### config.mk
export PLATFORM = sky130hd
export DESIGN_NAME = rta_cell
export DESIGN_NICKNAME = d
export VERILOG_FILES = /design/src/hdl/rta_pkg.sv /design/src/hdl/rta_cell.sv
export SDC_FILE = /design/constraint.sdc
export NUM_CORES = 1
export LEC_CHECK = 0
export ABC_AREA = 1
export BUFFER_PORTS_ARGS = -buffer_cell sky130_fd_sc_hd__buf_2
export CAP_MARGIN = 15
export CORE_MARGIN = 4
export CORE_UTILIZATION = 30
export CTS_CLUSTER_SIZE = 10
export DETAILED_ROUTE_END_ITERATION = 8
export GPL_ROUTABILITY_DRIVEN = 0
export MAX_ROUTING_LAYER = met4
export PLACE_DENSITY = 0.47
export SYNTH_ARGS = -nofsm -noshare
export SYNTH_HDL_FRONTEND = slang
export SYNTH_SLANG_ARGS = --single-unit
### constraint.sdc
create_clock -name clk -period 6.08 [get_ports clk]
set_input_delay 0.608 -clock clk [delete_from_list [all_inputs] [get_ports clk]]
set_output_delay 0.608 -clock clk [all_outputs]
set_load 0.005 [all_outputs]
### src/hdl/rta_pkg.sv
`default_nettype none
package rta_pkg;
  localparam int TABLE_DEPTH = 64;
  localparam int IDX_W = $clog2(TABLE_DEPTH);
  localparam int CNT_W = $clog2(TABLE_DEPTH + 1);

  localparam logic [7:0] KIND_RAM = 8'd1;
  localparam logic [7:0] KIND_RESERVED = 8'd2;
  localparam logic [32:0] ADDR_SPACE_TOP = 33'h1_0000_0000;

  localparam logic [2:0] ST_OK = 3'd0;
  localparam logic [2:0] ST_ZERO = 3'd1;
  localparam logic [2:0] ST_LIMIT = 3'd2;
  localparam logic [2:0] ST_NOFIT = 3'd3;
  localparam logic [2:0] ST_FULL = 3'd4;

  typedef enum logic [2:0] {
    CELL_HOLD,
    CELL_LOAD,
    CELL_EVAL,
    CELL_SPLIT,
    CELL_RETYPE
  } cell_op_t;

  typedef struct packed {
    logic [63:0] start;
    logic [63:0] length;
    logic [7:0]  kind;
  } entry_t;

  typedef struct packed {
    cell_op_t         op;
    entry_t           ent;
    logic [31:0]      size;
    logic [31:0]      mask;
    logic [32:0]      lim;
    logic [CNT_W-1:0] count;
    logic [IDX_W-1:0] sel;
    logic [31:0]      addr;
  } cmd_t;

  typedef struct packed {
    logic hit;
    logic stop;
    logic eq;
  } flags_t;
endpackage
`default_nettype wire

### src/hdl/rta_cell.sv
`default_nettype none
module rta_cell (
  input  wire logic                 clk,
  input  wire logic [rta_pkg::IDX_W-1:0] idx,
  input  wire rta_pkg::cmd_t        cmd,
  input  wire rta_pkg::entry_t      prev_ent,
  input  wire logic                 prev_gt,
  output rta_pkg::entry_t           ent,
  output logic                      gt,
  output rta_pkg::flags_t           flags,
  output logic [31:0]               addr
);
  import rta_pkg::*;

  logic        valid;
  logic [64:0] top_sum;
  logic [63:0] cand_a;
  logic        cand;
  logic        hit;
  logic        at_count;
  logic        above_sel;
  logic        next_sel;
  logic [64:0] lower_end;

  assign valid = CNT_W'(idx) < cmd.count;
  assign at_count = CNT_W'(idx) == cmd.count;
  assign gt = valid && (ent.start > cmd.ent.start);
  assign top_sum = {1'b0, ent.start} + {1'b0, ent.length};
  assign cand = valid && (top_sum <= {32'd0, cmd.lim}) && (ent.kind == KIND_RAM)
                && (ent.length >= {32'd0, cmd.size});
  assign cand_a = (top_sum[63:0] - {32'd0, cmd.size}) & {32'd0, cmd.mask};
  assign hit = cand && (cand_a >= ent.start);
  assign above_sel = (IDX_W+1)'(idx) > (IDX_W+1)'(cmd.sel) + (IDX_W+1)'(1);
  assign next_sel = (IDX_W+1)'(idx) == (IDX_W+1)'(cmd.sel) + (IDX_W+1)'(1);
  assign lower_end = {1'b0, prev_ent.start} + {1'b0, prev_ent.length};

  always_ff @(posedge clk) begin
    case (cmd.op)
      CELL_LOAD: begin
        if (prev_gt) begin
          ent <= prev_ent;
        end else if (gt || at_count) begin
          ent <= cmd.ent;
        end
      end
      CELL_EVAL: begin
        flags.hit <= hit;
        flags.stop <= cand && !hit && (ent.start == 64'd0);
        flags.eq <= cand_a == ent.start;
        addr <= cand_a[31:0];
      end
      CELL_SPLIT: begin
        if (above_sel && (valid || at_count)) begin
          ent <= prev_ent;
        end else if (next_sel) begin
          ent.start <= {32'd0, cmd.addr};
          ent.length <= lower_end[63:0] - {32'd0, cmd.addr};
          ent.kind <= KIND_RESERVED;
        end else if (idx == cmd.sel) begin
          ent.length <= {32'd0, cmd.addr} - ent.start;
          ent.kind <= KIND_RAM;
        end
      end
      CELL_RETYPE: begin
        if (idx == cmd.sel) begin
          ent.kind <= KIND_RESERVED;
        end
      end
      default: begin
      end
    endcase
  end
endmodule
`default_nettype wire

After elaboration in Yosys (flattened, before gate mapping)
Index checks and enable logic that the tools add are counted.
W data, S select, Z words.
{ "op_classes": {"add_sub_neg": 6, "magnitude_cmp": 6, "n_eq_ne": 13, "n_mux": 9, "n_bitwise": 1, "n_reduce_logical": 17} }
{ "ops": {"columns": ["operator", "count"], "rows": [
  ["$mux W136", 3],
  ["$pmux W128 S2", 1],
  ["$mux W72", 2],
  ["$sub A64 B32 Y64", 2],
  ["$add A64 B64 Y65", 1],
  ["$le A65 B33 Y1", 1],
  ["$add A64 B64 Y64", 1],
  ["$and A64 B32 Y64", 1],
  ["$eq A64 B64 Y1", 1],
  ["$ge A64 B32 Y1", 1],
  ["$ge A64 B64 Y1", 1],
  ["$gt A64 B64 Y1", 1],
  ["$logic_not A64 Y1", 1],
  ["$mux W64", 1],
  ["$sub A32 B64 Y64", 1],
  ["$pmux W8 S3", 1],
  ["$eq A6 B7 Y1", 2],
  ["$eq A8 B1 Y1 const B", 1],
  ["$logic_and A1 B1 Y1", 8],
  ["$mux W8", 1],
  ["$add A6 B1 Y7 const B", 1],
  ["$gt A6 B7 Y1", 1],
  ["$lt A6 B7 Y1", 1],
  ["$eq A3 B2 Y1 const B", 2],
  ["other kinds (12)", 15]
]} }
{ "totals": {"reg_bits": 171, "inputBits": 425, "out_inout_bits": 172, "word_cells": 59} }

Depth between registers and ports, before layout
{ "logic_depth": {"word_depth": 9, "mapped_depth": 38, "ltp_nobuf": 38} }

Worst setup path before layout
OpenSTA, ideal clock, no wires.
{ "synth_timing": {"kind": "input to register", "startpoint": "input port cmd[33] (netlist bit)", "endpoint": "register ent[100] (netlist bit) (enable)", "setup_time_ps": 507, "t_arrival_ps": 5435, "slack_ps": 138, "stages": 14, "path_cell_list": "nand3_1 -> nor3b_1 -> xor2_1 -> ha_1 -> nand3_1 -> nor3b_1 -> nand2_2 -> nand2_1 -> a31oi_1 -> nand2_2 -> inv_2 -> buf_2 -> o31ai_1 -> a21oi_1"} }
{ "synth_between": {"elab_chain_len": 5, "word_cells_on_any_way": 6, "classes_between": "1 x add/sub; 1 x order compare; 2 x eq/ne; 2 x reduce/logical"} }
{ "synth_lines": {"columns": ["element", "line", "source"], "rows": [
  ["start: declaration", "rta_cell.sv:5", "input wire rta_pkg::cmd_t cmd,"],
  ["$add A6 B1 Y7 *", "rta_cell.sv:33, rta_cell.sv:34", null],
  ["$gt A6 B7 Y1", "rta_cell.sv:33", "assign above_sel = (IDX_W+1)'(idx) > (IDX_W+1)'(cmd.sel) + (IDX_W+1)'(1);"],
  ["$logic_and A1 B1 Y1", "rta_cell.sv:53", "if (above_sel && (valid || at_count)) begin"],
  ["$ne A3 B3 Y1 (no source line) *", null, null],
  ["$reduce_and A3 Y1 (no source line) *", null, null],
  ["end signal: assignment", "rta_cell.sv:41", "ent <= prev_ent;"],
  ["end signal: assignment", "rta_cell.sv:43", "ent <= cmd.ent;"],
  ["end signal: assignment", "rta_cell.sv:54", "ent <= prev_ent;"],
  ["end: declaration", "rta_cell.sv:8", "output rta_pkg::entry_t ent,"]
]} }
Mark *: on every way between the ends. The rest lies on a longest branch, timed or not.
A chain may end at the register's enable or synchronous reset.

Worst setup path in the final report
{ "layout_timing": {"startpoint": "register ent[73] (netlist bit)", "endpoint": "register flags[1] (netlist bit), data pin"} }
{ "layout_between": {"word_cells_on_any_way": 13, "classes_between": "2 x add/sub; 2 x order compare; 1 x bitwise; 8 x reduce/logical"} }
{ "layout_lines": {"columns": ["element", "line", "source"], "rows": [
  ["$add A64 B64 Y65", "rta_cell.sv:28", "assign top_sum = {1'b0, ent.start} + {1'b0, ent.length};"],
  ["$sub A64 B32 Y64", "rta_cell.sv:31", "assign cand_a = (top_sum[63:0] - {32'd0, cmd.size}) & {32'd0, cmd.mask};"],
  ["$and A64 B32 Y64", "rta_cell.sv:31", null],
  ["net cand_a[30]", "rta_cell.sv:17", "logic [63:0] cand_a;"],
  ["$ge A64 B64 Y1", "rta_cell.sv:32", "assign hit = cand && (cand_a >= ent.start);"],
  ["$logic_and A1 B1 Y1", "rta_cell.sv:32", null],
  ["$logic_not A1 Y1", "rta_cell.sv:48", "flags.stop <= cand && !hit && (ent.start == 64'd0);"],
  ["$logic_and A1 B1 Y1 (2 in a row)", "rta_cell.sv:48", null],
  ["end: declaration", "rta_cell.sv:10", "output rta_pkg::flags_t flags,"]
]} }
The timed path passes the listed nets, and every way through them passes these cells.

==> results.sh <==
export IMPL_drt_first_pass_iters=6
export IMPL_insertion_delay_ns=0.55
export IMPL_cp_common_cell="nand2_1"
export IMPL_routedWlPerCell_um=24.0
export IMPL_critical_path_max_stage_delay_ns=0.43
export IMPL_required_ns=6.37
export IMPL_ant_nets=0
export IMPL_cts_tree="done"
export IMPL_ys_warnings_count=0
export IMPL_start_util=0.304
export IMPL_status="finished clean"
export IMPL_p_seq_frac=0.228
export IMPL_synthCells=5097
export IMPL_maxSlewHeadroom=0.230
export IMPL_postLayoutCoreUtil=0.356
export IMPL_synth_top_area_share=0.162
export IMPL_fp_dieW_um=333
export IMPL_p_leak_uw=0.0193
export IMPL_cts_buffers=17
export IMPL_num_nets_final=6504
export IMPL_areaGrowthSynthToFinish_pct=17.2
export IMPL_switchingPower_uw=3450
export IMPL_root_buffer="clkbuf_16"
export IMPL_portBuffers=596
export IMPL_startpoint_type="flip-flop"
export IMPL_crit_fanout=5
export IMPL_drive_gt1_frac=0.150
export IMPL_critPathSlowestCell="edfxtp_1"
export IMPL_synth_area_mm2=0.0316
export IMPL_switching_share=0.518
export IMPL_arrival_ns=6.10
export IMPL_drc=0
export IMPL_min_period_ns=5.81
export IMPL_max_cap_viol_count=0
export IMPL_intPower_uw=3200
export IMPL_grt_pass1_vias=35600
export IMPL_total_power_uw=6650
export IMPL_pwr_share_clk=0.191
export IMPL_grt_overflow_total=0
export IMPL_synthTopCellsByArea="edfxtp_1, ha_1, nand2_1"
export IMPL_final_setup_viol_count=0
export IMPL_endpoint_kind="flip-flop"
export IMPL_vdd_drop_max_uv=236
export IMPL_grt_start_max_net_pins=172
export IMPL_avgSynthCellArea_um2=6.20
export IMPL_pwr_share_comb=0.581
export IMPL_cts_max_path_buffers=2
export IMPL_synth_cell_types=63
export IMPL_yosys_register_bits=171
export IMPL_drt_iter0_drc=3672
export IMPL_power_density_mw_per_mm2=179
export IMPL_yosysSeqAreaShare=0.162
export IMPL_grt_use_total=0.301
export IMPL_cts_sinks=171
export IMPL_hold_class="primary input to flip-flop"
export IMPL_dp_hpwl_mm=147
export IMPL_grt_pass1_wl_mm=238
export IMPL_ios=597
export IMPL_synth_area_leader_cell="edfxtp_1"
export IMPL_fmax_mhz=172
export IMPL_skew_ns=0.0304
export IMPL_ys_flop_type="edfxtp_1"
export IMPL_slew_viol_final=0
export IMPL_tightestPinTransition_ns=1.15
export IMPL_num_vias=37100
export IMPL_wl_mm=170
export IMPL_syn_nets=5953
export IMPL_criticalPathCategory="flip-flop to flip-flop"
export IMPL_period_share=0.956
export IMPL_dieArea_mm2=0.111
export IMPL_synthArstFlopShare=0
export IMPL_synth_edff_count=171
export IMPL_htreeDepth=4
export IMPL_finalHoldViolCount=0
export IMPL_die_h_um=333
export IMPL_antenna_found_initial=20
export IMPL_via_per_inst=5.26
export IMPL_placementRows=118
export IMPL_clk_pin_slew_ns=0.09
export IMPL_ctsHoldBuffers=0
export IMPL_core_area_mm2=0.104
-- sequential cells by signal, indices dropped and copies added, names as in the netlist --
signal,flops
ent,136
flags,3
addr,32
-- power groups by stage --
stage	registers, uW	clock network (uW)	logic (uW)
finish	1520	1270	3860
global route	1520	1320	4250
CTS	1510	1290	3740
detailed placement	1540	0	3720
global placement	1540	0	3710
floorplan	1490	0	2370
-- critical path: cells and delay by family (launching register included) --
kind / cells / cell delay, ns
AOI/OAI and AO/OA: 4 / 1.04
xor gates and xnor gates: 1 / 0.31
adders and majority gates: 3 / 0.96
buffers and inverters: 2 / 0.24
DFF: 1 / 0.43
and+or+nand+nor: 19 / 2.55
-- worst paths after layout --
check	from	endpoint	slack (ns)	cells past startpoint
hold / removal	prev_ent[3]	ent[3]	0.40	2
hold reg to reg	ent[72]	addr[0]	1.08	4
setup / recovery	ent[73]	flags[1]	0.27	29
setup reg to reg	ent[73]	flags[1]	0.27	29
-- per-layer routing --
metal	GRT usage	vias up	wire [um]
li1	-	17800	-
met1	0.392	17500	72900
met2	0.472	1572	75600
met4	0.134	0	8620
met3	0.0348	274	12500
met5	-	-	0
-- layout by cell type (no fill, tap or decap), types with 24 or more instances in the layout --
cell type,synthesis,layout
nand2_1,1205,1205
o21bai_1,28,28
mux2i_1,28,28
o31ai_1,33,33
o211ai_1,30,30
xor2_1,71,67
nand4_1,61,61
o21ai_0,378,378
nand2_2,41,40
mux2_2,35,35
nand3_1,248,247
edfxtp_1,171,171
buf_2,21,595
nor2_2,24,24
inv_1,1010,1010
nor3_1,49,47
nor4_1,42,41
a21oi_1,367,361
fa_1,35,35
ha_1,396,391
nor2_1,501,498
-- cells in the mapped netlist, types with 41 or more instances --
cell,n
nor2_1,501
o21ai_0,378
nand2_2,41
ha_1,396
nand4_1,61
nor3_1,49
nor4_1,42
xor2_1,71
clkbuf_1,52
inv_1,1010
nand2_1,1205
a21oi_1,367
edfxtp_1,171
nand3_1,248
-- final cells by class --
class / instances / area, um2
antenna: 12 / 30.0
clock buffer: 17 / 425
clock inverter: 15 / 179
fill: 11700 / 67000
inverter: 1019 / 3830
multi-input combinational: 3818 / 22500
sequential: 171 / 5130
tap: 1380 / 1730
timing repair buffer: 621 / 3260
-- kinds of logic after synthesis --
| logic type | count (synthesis) | synth area share |
|---|---|---|
| fa+ha+maj | 431 | 0.179 |
| buf+inv | 1108 | 0.133 |
| simple gates | 2239 | 0.301 |
| xor+xnor | 88 | 0.0244 |
| flops | 171 | 0.162 |
| compound gates | 997 | 0.179 |
| mux | 63 | 0.0213 |
-- through the flow --
stage | setup WS, ns | setup TNS (ns) | cell area [um2] | hold slack, ns | cells
floorplan | 0.138 | 0 | 31600 | 0.807 | 5097
detailed placement | 0.201 | 0 | 36200 | 0.950 | 7005
finish | 0.268 | 0 | 37100 | 0.401 | 7053
global route | -0.0167 | -0.0167 | 37000 | 0.410 | 7049
global placement | 0.273 | 0 | 36200 | 0.952 | 7004
CTS | 0.177 | 0 | 36800 | 0.374 | 7037
-- what timing repair did --
item	in CTS	in global routing
setup buffers	0	3
endpoints found under the setup margin	0	3
resized for setup	0	27
No activity file was read; power rests on OpenSTA's default activity.
